`src/hw/rtl/clal_pkg.sv`:
```
`default_nettype none

package clal_pkg;

  localparam int unsigned CODE_LEN = 4;

  // Lock mode, one-hot inside the block.
  typedef enum logic [2:0] {
    ST_ENTRY = 3'b001,
    ST_OPEN  = 3'b010,
    ST_ALARM = 3'b100
  } lock_state_t;

  // Mode code as seen on the result stream.
  localparam logic [1:0] MODE_ENTRY = 2'd0;
  localparam logic [1:0] MODE_OPEN  = 2'd1;
  localparam logic [1:0] MODE_ALARM = 2'd2;

  // Input kind carried in tuser.
  localparam logic OP_TICK  = 1'b0;
  localparam logic OP_PRESS = 1'b1;

  localparam logic [2:0] EXIT_BUTTON = 3'd7;
  localparam logic [3:0] COUNT_MAX   = 4'd15;
  localparam logic [3:0] LEDS_ALL    = 4'hf;

  // Configuration register indexes.
  localparam logic [2:0] REG_DIGIT_0  = 3'd0;
  localparam logic [2:0] REG_DIGIT_1  = 3'd1;
  localparam logic [2:0] REG_DIGIT_2  = 3'd2;
  localparam logic [2:0] REG_DIGIT_3  = 3'd3;
  localparam logic [2:0] REG_FLASH_ON = 3'd4;
  localparam logic [2:0] REG_PERIOD   = 3'd5;
  localparam logic [2:0] REG_REPEATS  = 3'd6;
  localparam logic [2:0] REG_PRESSES  = 3'd7;

  typedef struct packed {
    logic [3:0] code_leds;
    logic       door_led;
    logic       buzzer;
    logic [1:0] mode;
  } clal_result_t;

  function automatic logic [3:0] sat_inc(input logic [3:0] v);
    sat_inc = (v == COUNT_MAX) ? COUNT_MAX : v + 4'd1;
  endfunction

endpackage

`default_nettype wire

```
`src/hw/rtl/clal_core.sv`:
```
`default_nettype none

module clal_core (
  input  wire logic                  clk,
  input  wire logic                  rst_n,
  input  wire logic                  cfg_we,
  input  wire logic [2:0]            cfg_addr,
  input  wire logic [3:0]            cfg_wdata,
  input  wire logic                  accept,
  input  wire logic                  press,
  input  wire logic [2:0]            button,
  output clal_pkg::clal_result_t     result
);
  import clal_pkg::*;

  logic [2:0] code_digit_r [CODE_LEN];
  logic [3:0] flash_on_r, flash_period_r, flash_repeats_r, reset_presses_r;

  lock_state_t state_r, state_nxt;
  logic [2:0]  pos_r, pos_nxt;
  logic [2:0]  digit_r [CODE_LEN-1];
  logic [3:0]  tick_r, tick_nxt;
  logic [3:0]  periods_r, periods_nxt;
  logic [3:0]  presses_r, presses_nxt;
  logic        code_match;
  logic [3:0]  tick_inc, press_inc;

  always_ff @(posedge clk) begin
    if (!rst_n) begin
      code_digit_r[0] <= 3'd3;
      code_digit_r[1] <= 3'd5;
      code_digit_r[2] <= 3'd4;
      code_digit_r[3] <= 3'd5;
      flash_on_r      <= 4'd5;
      flash_period_r  <= 4'd7;
      flash_repeats_r <= 4'd3;
      reset_presses_r <= 4'd2;
    end else if (cfg_we) begin
      unique case (cfg_addr)
        REG_DIGIT_0:  code_digit_r[0] <= cfg_wdata[2:0];
        REG_DIGIT_1:  code_digit_r[1] <= cfg_wdata[2:0];
        REG_DIGIT_2:  code_digit_r[2] <= cfg_wdata[2:0];
        REG_DIGIT_3:  code_digit_r[3] <= cfg_wdata[2:0];
        REG_FLASH_ON: flash_on_r      <= cfg_wdata;
        REG_PERIOD:   flash_period_r  <= cfg_wdata;
        REG_REPEATS:  flash_repeats_r <= cfg_wdata;
        REG_PRESSES:  reset_presses_r <= cfg_wdata;
        default: ;
      endcase
    end
  end

  // The fourth digit is compared straight from the input, so only the first
  // three need storage.
  always_ff @(posedge clk) begin
    if (accept && press && state_r == ST_ENTRY && pos_r[2] == 1'b0 && pos_r[1:0] != 2'd3)
      digit_r[pos_r[1:0]] <= button;
  end

  assign code_match = (digit_r[0] == code_digit_r[0]) && (digit_r[1] == code_digit_r[1])
                   && (digit_r[2] == code_digit_r[2]) && (button == code_digit_r[3]);
  assign tick_inc   = sat_inc(tick_r);
  assign press_inc  = sat_inc(presses_r);

  always_comb begin
    state_nxt   = state_r;
    pos_nxt     = pos_r;
    tick_nxt    = tick_r;
    periods_nxt = periods_r;
    presses_nxt = presses_r;
    unique case (state_r)
      ST_ENTRY: begin
        if (press) begin
          pos_nxt = pos_r + 3'd1;
          if (pos_r == 3'd3) begin
            state_nxt = code_match ? ST_OPEN : ST_ALARM;
            tick_nxt  = 4'd0;
          end
        end
      end
      ST_OPEN, ST_ALARM: begin
        if (press) begin
          if (button == EXIT_BUTTON) begin
            presses_nxt = press_inc;
            if (press_inc >= reset_presses_r) begin
              state_nxt   = ST_ENTRY;
              pos_nxt     = 3'd0;
              tick_nxt    = 4'd0;
              periods_nxt = 4'd0;
              presses_nxt = 4'd0;
            end
          end
        end else if (state_r == ST_OPEN && tick_inc >= flash_period_r) begin
          tick_nxt    = 4'd0;
          periods_nxt = sat_inc(periods_r);
        end else begin
          tick_nxt = tick_inc;
        end
      end
      default: begin
        state_nxt   = ST_ENTRY;
        pos_nxt     = 3'd0;
        tick_nxt    = 4'd0;
        periods_nxt = 4'd0;
        presses_nxt = 4'd0;
      end
    endcase
  end

  always_ff @(posedge clk) begin
    if (!rst_n) begin
      state_r   <= ST_ENTRY;
      pos_r     <= 3'd0;
      tick_r    <= 4'd0;
      periods_r <= 4'd0;
      presses_r <= 4'd0;
    end else if (accept) begin
      state_r   <= state_nxt;
      pos_r     <= pos_nxt;
      tick_r    <= tick_nxt;
      periods_r <= periods_nxt;
      presses_r <= presses_nxt;
    end
  end

  // Outputs show the state after the item.
  always_comb begin
    result = '0;
    unique case (state_nxt)
      ST_OPEN: begin
        result.mode     = MODE_OPEN;
        result.door_led = 1'b1;
        if (tick_nxt < flash_on_r && periods_nxt < flash_repeats_r)
          result.code_leds = LEDS_ALL;
      end
      ST_ALARM: begin
        result.mode      = MODE_ALARM;
        result.code_leds = LEDS_ALL;
        result.buzzer    = 1'b1;
        result.door_led  = ~tick_nxt[0];
      end
      default: begin
        result.mode = MODE_ENTRY;
        unique case (pos_nxt)
          3'd0:    result.code_leds = 4'b0000;
          3'd1:    result.code_leds = 4'b0001;
          3'd2:    result.code_leds = 4'b0011;
          3'd3:    result.code_leds = 4'b0111;
          default: result.code_leds = 4'b1111;
        endcase
      end
    endcase
  end

endmodule

`default_nettype wire

```
`src/hw/rtl/clal_out_reg.sv`:
```
`default_nettype none

module clal_out_reg (
  input  wire logic                  clk,
  input  wire logic                  rst_n,
  input  wire logic                  load,
  input  wire clal_pkg::clal_result_t result,
  output logic                       can_load,
  output logic                       out_tvalid,
  input  wire logic                  out_tready,
  output logic [7:0]                 out_tdata
);
  import clal_pkg::*;

  logic         valid_r;
  clal_result_t data_r;

  // A new result may replace the held one in the cycle it is taken.
  assign can_load = !valid_r || out_tready;

  always_ff @(posedge clk) begin
    if (!rst_n) begin
      valid_r <= 1'b0;
    end else if (can_load) begin
      valid_r <= load;
    end
  end

  always_ff @(posedge clk) begin
    if (load) begin
      data_r <= result;
    end
  end

  assign out_tvalid = valid_r;
  assign out_tdata  = {data_r.mode, data_r.buzzer, data_r.door_led, data_r.code_leds};

endmodule

`default_nettype wire

```
`src/hw/rtl/combination_lock_alarm_unit.sv`:
```
// The result of an accepted input transaction is registered and appears on the output in the next cycle.
// Throughput: one transaction per cycle; the input is held off only while a result
// waits in the output register and the downstream side is not ready.
// Reset: synchronous, active low; the lock returns to entry mode and the code registers,
// flash settings and exit press count take their power-on values.
`default_nettype none

module combination_lock_alarm_unit (
  input  wire logic       clk,
  input  wire logic       rst_n,
  // Configuration write port; register index selects the setting.
  input  wire logic       cfg_we,
  input  wire logic [2:0] cfg_addr,
  input  wire logic [3:0] cfg_wdata,
  // Input stream.
  input  wire logic       in_tvalid,
  output logic            in_tready,
  input  wire logic [7:0] in_tdata,  // [2:0] button, [7:3] zero
  input  wire logic       in_tuser,  // [0] opcode (0 tick, 1 press)
  // Result stream.
  output logic            out_tvalid,
  input  wire logic       out_tready,
  output logic [7:0]      out_tdata  // [3:0] code_leds, [4] door_led, [5] buzzer, [7:6] mode
);
  import clal_pkg::*;

  logic         accept;
  clal_result_t result;

  // A transaction is taken whenever the output register is free or is being
  // emptied in the same cycle, so items can flow in every cycle.
  assign accept = in_tvalid && in_tready;

  // The core holds the lock state and settings and works out, in one pass of
  // logic, the next state and the LED, door and buzzer levels that follow it.
  clal_core u_core (
    .clk       (clk),
    .rst_n     (rst_n),
    .cfg_we    (cfg_we),
    .cfg_addr  (cfg_addr),
    .cfg_wdata (cfg_wdata),
    .accept    (accept),
    .press     (in_tuser == OP_PRESS),
    .button    (in_tdata[2:0]),
    .result    (result)
  );

  // The output register holds each result until the downstream side takes it.
  clal_out_reg u_out (
    .clk        (clk),
    .rst_n      (rst_n),
    .load       (accept),
    .result     (result),
    .can_load   (in_tready),
    .out_tvalid (out_tvalid),
    .out_tready (out_tready),
    .out_tdata  (out_tdata)
  );

endmodule

`default_nettype wire

```
`config.mk`:
```
export PLATFORM = sky130hd
export DESIGN_NAME = combination_lock_alarm_unit
export DESIGN_NICKNAME = d
export VERILOG_FILES = /design/src/hw/rtl/clal_pkg.sv /design/src/hw/rtl/clal_core.sv /design/src/hw/rtl/clal_out_reg.sv /design/src/hw/rtl/combination_lock_alarm_unit.sv
export SDC_FILE = /design/constraint.sdc
export NUM_CORES = 1
export LEC_CHECK = 0
export BUFFER_PORTS_ARGS = -buffer_cell sky130_fd_sc_hd__buf_2
export CAP_MARGIN = 20
export CORE_MARGIN = 4
export CORE_UTILIZATION = 45
export CTS_BUF_LIST = sky130_fd_sc_hd__clkbuf_16
export DETAILED_ROUTE_END_ITERATION = 12
export SETUP_SLACK_MARGIN = 0.15
export SYNTH_ARGS = -nofsm -noshare
export SYNTH_HDL_FRONTEND = slang
export SYNTH_SLANG_ARGS = --single-unit
```
`constraint.sdc`:
```
create_clock -name clk -period 7.3 [get_ports clk]
set_input_delay 1.825 -clock clk [delete_from_list [all_inputs] [get_ports clk]]
set_output_delay 1.825 -clock clk [all_outputs]
set_load 0.01 [all_outputs]
```
# Word level (Yosys, flattened, before mapping)
# Memories as Yosys holds them, arrays and structs flattened.
# Cells that the tools add are included.
# totals
in_bits	21
word_cells	138
mem_bits_rw	21
memories	2
latchBits	0
mem_bits_ro	0
register_bits	43
out_inout_bits	10
# mem_list
memory	words	width	read_ports	rd_ports_with_merged_regs	wr	line	rtl
u_core.code_digit_r	4	3	4	0	4	clal_core.sv:16	logic [2:0] code_digit_r [CODE_LEN];
u_core.digit_r	3	3	3	0	1	clal_core.sv:21	logic [2:0] digit_r [CODE_LEN-1];
# op_classes
mux	60
bitwise	7
magnitude_cmp	4
add_sub_neg	4
div	0
n_mul	0
n_eq_ne	27
reduce_logical	20
shift	0
# op_table
cell	n
$mux W4	17
$mux W3	14
$pmux W4 S2	4
$eq A3 B2 Y1 const B	7
$eq A3 B3 Y1 const B	7
$mux W1	20
$pmux W4 S4	1
$add A4 B1 Y4 const B	3
$eq A3 B3 Y1	4
$eq A4 B4 Y1 const B	3
$pmux W3 S2	2
$logic_and A1 B1 Y1	10
$eq A3 B1 Y1 const B	3
$ge A4 B4 Y1	2
$lt A4 B4 Y1	2
$reduce_and A2 Y1	4
$logic_not A3 Y1	2
$ne A2 B2 Y1 const B	2
$or A1 B1 Y1	4
$pmux W2 S2	1
$reduce_and A4 Y1	1
$add A3 B1 Y3 const B	1
$not A1 Y1	3
$ne A2 B1 Y1 const B	1
4 further kinds	4

# Logic depth before layout (Yosys ltp)
# Gate-level depths: netlist (run 1).
# logic_depth
depth_word	11
mapped_depth	19
depth_no_buf	19

# By module
# From an unflattened synthesis (run 1), not the netlist that was laid out.
# hier_totals
hier_cells	382
hier_area_um2	3677.3
# by_module_without_submodules
mod	cells_per_inst	seq_area_each_um2	area_per_inst_um2	n_inst
clal_core	369	1311.3	3382.0	1
clal_out_reg	12	260.2	289.0	1
combination_lock_alarm_unit	1	0.0	6.3	1

# Least setup slack after synthesis (run 1)
# No wires, ideal clock.
# synth_timing
path_kind	input -> register
startpoint	in in_tuser
endpoint	reg u_out.data_r (netlist bit u_out.out_tdata[2]) (data pin)
setup_slack_ns	3.144
n_path_buf	0
t_arrival_ns	3.998
setup_time_ns	0.158
required_time_ns	7.142
stages	14
path_cell_list	nor2_4 -> nand3_1 -> nor3_2 -> nand4b_1 -> o21ai_1 -> o22ai_1 -> o21a_1 -> ha_1 -> a211oi_1 -> nand2_1 -> or4b_1 -> o22ai_2 -> o211ai_2 -> o211ai_1
# synth_lines
item	line	rtl
start, declared	combination_lock_alarm_unit.sv:19	input wire logic in_tuser,
end signal, assigned	clal_out_reg.sv:31	data_r <= result;
end, declared	clal_out_reg.sv:16	clal_result_t data_r;

==> flow_summary.yaml, run 1 <==
worst_setup_path:
  end_kind: "flip-flop"
  crit_path_max_incr_delay_ns: 0.49
  crit_slowest_cell: "or4b_1"
  crit_family: "compound AO/OA/AOI/OAI gates"
  r2r_cells: 17
  critPathMaxFanout: 14
  r2r_end: "u_out.out_tdata[2]"
  rrSetupSlack_ns: 3.12
  worst_r2r_startpoint: "u_core.tick_r[0]"
  path_cells: "buf_2, inv_2, o31ai_2, a21oi_1, o22a_1, ha_1, a211oi_1, nand2_1, or4b_1, o22ai_2, o211ai_2, o211ai_1"
  path_class: "in -> reg"
  startpoint_type: "input port"
  cp_num_buf_inv: 2
  crit_required_ns: 7.46
  arrival_ns: 4.63
  path_depth: 12
floorplan:
  die_area_um2: 9790
  core-area_um2: 7890
  dieWidth_um: 98.9
  die_h_um: 98.9
  start_util_pct: 47.2
  num_io_pins: 31
  core.rowCount: 32
finish:
  layout.nets: 464
  drive_above_1_share_pct: 13.8
  fin_area_um2: 4200
  utilization_pct: 53.3
  largest_register: "u_core.code_digit_r"
  fill_cells: 725
  syn2layout_area_growth_pct: 13.0
  seqCellArea_um2: 1570
  multi_input_area_um2: 1980
  final_cells: 528
  insertedDiodeCount: 0
  largest_reg_flops: 12
power:
  power_density_nw_per_um2: 211
  clockPowerShare_pct: 45.8
  p_sw_share_pct: 24.7
  p_switching_uw: 218
  p_leak_uw: 0.00174
  peakVddDrop_uv: 139
  pwr-share-seq_pct: 44.9
  intPower_uw: 667
  combPwrFrac_pct: 9.3
grt:
  grt_first_pass_wirelength_um: 14100
  met2_usage_pct: 28.9
  grtUsageMet3_pct: 3.82
  grt_pass1_vias: 2888
  grtUsageTotal_pct: 17.9
  gr-usage-met1_pct: 23.4
  top_usage_layer: "met2"
  antenna_found_initial: 0
  grt_overflow: 0
  grt_max_degree: 45
timing:
  slew_headroom_pct: 43.3
  whs_ns: 0.482
  fmax_ghz: 0.224
  finalSetupViolations: 0
  rsz0062_at_grt: "no"
  final_max_slew_viol_count: 0
  hold_violations: 0
  min_period_ns: 4.47
  finalCritPeriodShare_pct: 61.2
  fin_skew_ns: 0.00597
  tns_ns: 0
  tightestPinTransition_ns: 0.844
synth:
  synthArstFlopShare_pct: 0
  synthTopCellsByArea: "edfxtp_1 23%, dfxtp_1 19%, ha_1 7.4%"
  syn_nets: 441
  synthFlopType: "dfxtp_1"
  yosysWarningCount: 0
  synth.cell_area_um2: 3720
  synthTopCellsByCount: "41 x nand2_1, 35 x dfxtp_1, 29 x edfxtp_1, 28 x inv_1, 24 x nor2_1"
  ys_seq_elements: 64
  synth_most_common_cell: "nand2_1"
  synthDistinctLibCells: 67
  synth_edf_count: 29
  synth.avg_cell_area_um2: 9.35
  synth_cells: 398
  synth_top_cell_by_area: "edfxtp_1"
  seq_area_frac_synth_pct: 42.2
  synth.top_cell.area_share_pct: 23.4
job:
  maxCapViolations: 0
routing:
  antenna_left: 0
  wl_per_cell_um: 15.9
  drt-total-wl_um: 8420
  route.vias.total: 2911
  viasPerCell: 5.51
  firstDrtPassIters: 4
  drtIter0Drc: 152
  remaining_drc_errors: 0
clock_tree:
  numCtsBuffers: 9
  cts_sinks: 64
  cts_hold_buf: 0
  postCtsSetupBuffers: 0
  clk_path_buf_depth: 2
  clock_latency_ns: 0.33
  clkTransAtPathRegs_ns: 0.05
  cts-root-buf: "clkbuf_16"
  post_cts_resized: 0
  cts_tree: "built"
  htreeDepth: 3
status:
  status: "complete, no violations"
worst_hold_path:
  min-delay-start: "u_core.reset_presses_r[1]"
  hold_depth: 2
  hold_end: "u_core.reset_presses_r[1]"
  hp-class: "reg -> reg"
placed_design:
  hpwl_um: 5960
  postPlaceCellArea_um2: 3920
  gp_congestion: 0.872
  numPlacedInstances: 512
  io_buffers: 25
[per-layer routing]
| metal | vias to the layer above | part of all wire, % |
|---|---|---|
| li1 | 1477 | - |
| met1 | 1369 | 46 |
| met2 | 57 | 48 |
| met3 | 8 | 4.3 |
| met4 | 0 | 1.2 |
| met5 | - | 0 |
[cell families after synthesis]
logic type,Yosys count,synth area share [%]
mux,8,2.15
xor+xnor,13,3.06
simple gates,151,21.3
compound gates,96,19.3
fa+ha+maj,22,7.40
flops,64,42.2
buf+inv,44,4.61
[metrics by stage]
step | worst slack, ns | total power, uW
floorplan | 3.14 | 461
global placement | 2.56 | 485
detailed placement | 2.55 | 487
CTS | 2.87 | 892
global route | 2.65 | 922
finish | 2.83 | 885
[cells in the final DEF (no fill, tap or decap), types with 3 or more instances in the layout]
master	count
mux2i_1	8
a21boi_1	6
nor3b_1	3
nand2_1	41
nor2_1	24
nor2b_1	10
and2_1	12
nand2b_1	7
buf_2	25
clkbuf_16	10
o21a_1	5
dfxtp_1	35
xnor2_1	12
edfxtp_1	29
or3_1	4
nand3_1	22
nand4_1	6
nand3b_1	3
o21ai_0	17
inv_1	30
o21ai_1	8
a21oi_1	11
o211ai_1	11
nor3_1	4
a32o_1	3
ha_1	22
and3_1	3
a31oi_1	6
clkinv_1	3
[worst max path at each step]
stage	startpoint	endpoint	slack, ns
after global routing	in_tuser	u_out.out_tdata[2]	2.65
after detailed placement	in_tuser	u_out.out_tdata[2]	2.55
after CTS	in_tuser	u_out.out_tdata[2]	2.87
after floorplan	in_tuser	u_out.out_tdata[2]	3.14
final	in_tuser	u_out.out_tdata[2]	2.83
after global placement	in_tuser	u_out.out_tdata[2]	2.56
[power groups by stage]
stage	registers [uW]	logic, uW	clock network (uW)
after floorplan	404	56.9	0
after global placement	405	79.9	0
after detailed placement	405	81.7	0
after CTS	397	82.3	412
after global routing	399	90.9	432
final	397	82.2	406
[worst register-to-register path, stage by stage, from the launching register on]
cell	delay, ns
dfxtp_1	0.42
ha_1	0.30
nand3_1	0.10
nand2_1	0.15
inv_1	0.06
ha_1	0.26
nand2b_4	0.14
a2111oi_4	0.45
or3_1	0.23
nor2_1	0.06
o22a_1	0.21
ha_1	0.32
a211oi_1	0.22
nand2_1	0.11
or4b_1	0.49
o22ai_2	0.17
o211ai_2	0.18
o211ai_1	0.14
[final cells by class]
type	instances	share of cell area, %
multi-input combinational	290	47.1
clock buffer	10	5.95
clock inverter	6	0.833
timing repair buffer	25	2.98
inverter	31	2.77
tap	102	3.04
sequential	64	37.4
Power figures use the tool's default switching activity.
==> run 2: changes to the inputs <==
==> constraint.sdc (replaced) <==
create_clock -name clk -period 4.5 [get_ports clk]
set_input_delay 1.125 -clock clk [delete_from_list [all_inputs] [get_ports clk]]
set_output_delay 1.125 -clock clk [all_outputs]
set_load 0.01 [all_outputs]
==> run 2 against run 1 <==
Effect of this change:
- die area did not move
- clock-buffer cell count fell by 1
- sequential share of layout area fell by 0.29 points
- clock skew rose by 0.00071 ns
- core utilization rose by 0.46 points
- via count rose by 0.27%
- combinational power rose by 65%
- design area rose by 0.86%
- first-iteration DRC count rose by 20%
- register-to-register slack got worse by 2.7 ns
- critical path type is now reg -> reg
- largest cell class unchanged
- largest power group unchanged
- highest routed layer unchanged
==> flow_summary.yaml, run 2 (synthesized netlist as in run 1, its figures left out) <==
floorplan:
  die_h_um: 98.9
  die_area_um2: 9790
  dieWidth_um: 98.9
  num_io_pins: 31
  core-area_um2: 7890
  start_util_pct: 47.2
  core.rowCount: 32
routing:
  viasPerCell: 5.50
  drt-total-wl_um: 8250
  remaining_drc_errors: 0
  firstDrtPassIters: 4
  drtIter0Drc: 183
  antenna_left: 0
  route.vias.total: 2919
  wl_per_cell_um: 15.5
worst_setup_path:
  worst_r2r_startpoint: "u_core.presses_r[0]"
  path_class: "reg -> reg"
  r2r_cells: 16
  path_cells: "ha_1, nor3_1, a21oi_1, ha_1, o211ai_1, o21a_1, o31ai_2, a21oi_1, o22a_1, ha_1, a211oi_1, nand2_1, or4b_1, o22ai_2, o211ai_2, o211ai_1"
  crit_path_max_incr_delay_ns: 0.50
  rrSetupSlack_ns: 0.42
  crit_required_ns: 4.67
  crit_slowest_cell: "or4b_1"
  cp_num_buf_inv: 0
  crit_top_cell: "ha_1"
  arrival_ns: 4.25
  end_kind: "flip-flop"
  critPathMaxFanout: 6
  startpoint_type: "flip-flop"
  crit_family: "compound AO/OA/AOI/OAI gates"
  r2r_end: "u_out.out_tdata[2]"
finish:
  final_common_cell: "nand2_1"
  drive_above_1_share_pct: 15.2
  largest_register: "u_core.code_digit_r"
  largest_reg_flops: 12
  final_cell_mix: "41 x nand2_1, 34 x dfxtp_1, 30 x inv_1, 29 x edfxtp_1, 25 x buf_2"
  layout.nets: 467
  insertedDiodeCount: 0
  syn2layout_area_growth_pct: 14.0
timing:
  finalCritPeriodShare_pct: 90.8
  rsz0062_at_grt: "no"
  slew_headroom_pct: 46.7
  tns_ns: 0
  min_period_ns: 4.08
  fmax_ghz: 0.245
  fin_skew_ns: 0.00668
  tightestPinTransition_ns: 0.793
  hold_violations: 0
  final_max_slew_viol_count: 0
  finalSetupViolations: 0
clock_tree:
  clk_path_buf_depth: 2
  cts_tree: "built"
  htreeDepth: 3
  cts_sinks: 64
  clock_latency_ns: 0.34
  cts_hold_buf: 0
  cts-root-buf: "clkbuf_16"
  numCtsBuffers: 9
  clkTransAtPathRegs_ns: 0.06
grt:
  grt_overflow: 0
  antenna_found_initial: 0
  grt_pass1_vias: 2850
  grt_max_degree: 45
  grt_first_pass_wirelength_um: 14100
  grtUsageTotal_pct: 18.1
power:
  power_density_nw_per_um2: 345
  p_total_uw: 1460
  p_sw_share_pct: 24.3
  intPower_uw: 1110
  peakVddDrop_uv: 221
  clockPowerShare_pct: 46.6
  p_switching_uw: 356
  pwr-share-seq_pct: 44.1
  p_leak_uw: 0.00177
  combPwrFrac_pct: 9.3
worst_hold_path:
  hp-class: "reg -> reg"
  min-delay-start: "u_core.reset_presses_r[1]"
  hold_end: "u_core.reset_presses_r[1]"
  hold_depth: 2
placed_design:
  io_buffers: 25
  gp_congestion: 0.863
  hpwl_um: 5950
job:
  maxCapViolations: 0
status:
  status: "complete, no violations"
-- run 2: through the flow --
step	hold WS (ns)	cell area [um^2]	setup WS, ns	utilization, %	cells
2_1_floorplan	0.443	3720	0.808	-	398
3_3_place_gp	0.470	3930	0.439	49.9	514
3_5_place_dp	0.474	3930	0.346	49.9	514
4_1_cts	0.489	4220	0.309	53.5	530
5_1_grt	0.524	4240	0.157	53.8	531
6_report	0.483	4240	0.415	53.8	531
-- run 2: power groups by stage --
stage	registers, uW	clock network, uW	logic (uW)
global route	647	721	153
CTS	645	693	135
global placement	656	0	131
finish	645	682	136
detailed placement	657	0	134
floorplan	655	0	92.4
-- run 2: metal layers --
| metal | global-route usage, % | share of wire, % |
|---|---|---|
| met3 | 4.53 | 4.3 |
| met5 | 0 | 0 |
| met1 | 23.9 | 46 |
| met4 | 5.67 | 1.4 |
| met2 | 29.0 | 48 |
-- run 2: worst max-delay path by stage --
stage                             start                  to  slack, ns  cells after the start
CTS                    u_core.tick_r[0]  u_out.out_tdata[2]       0.31                     17
detailed placement     u_core.tick_r[0]  u_out.out_tdata[2]       0.35                     17
floorplan              u_core.tick_r[0]  u_out.out_tdata[2]       0.81                     17
global route        u_core.presses_r[0]  u_out.out_tdata[2]       0.16                     16
global placement               in_tuser  u_out.out_tdata[2]       0.44                     12
finish              u_core.presses_r[0]  u_out.out_tdata[2]       0.42                     16
-- run 2: cell type report --
class	instances	area, um^2
sequential	64	1570
multi-input combinational	290	1990
clock inverter	7	63.8
inverter	31	116
timing repair buffer	28	148
clock buffer	9	225
tap	102	128
fill	745	3650
-- run 2: repair_timing --
action,4_1_cts,5_1_grt
buffers inserted,0,1
endpoints found under the hold margin,0,0
setup endpoints to repair,0,4
gates resized for setup,0,3
-- run 2: worst min-delay path: stages, from the launching register on --
cell and delay (ns):
dfxtp_1 0.32, nand2_1 0.05, o211ai_1 0.07
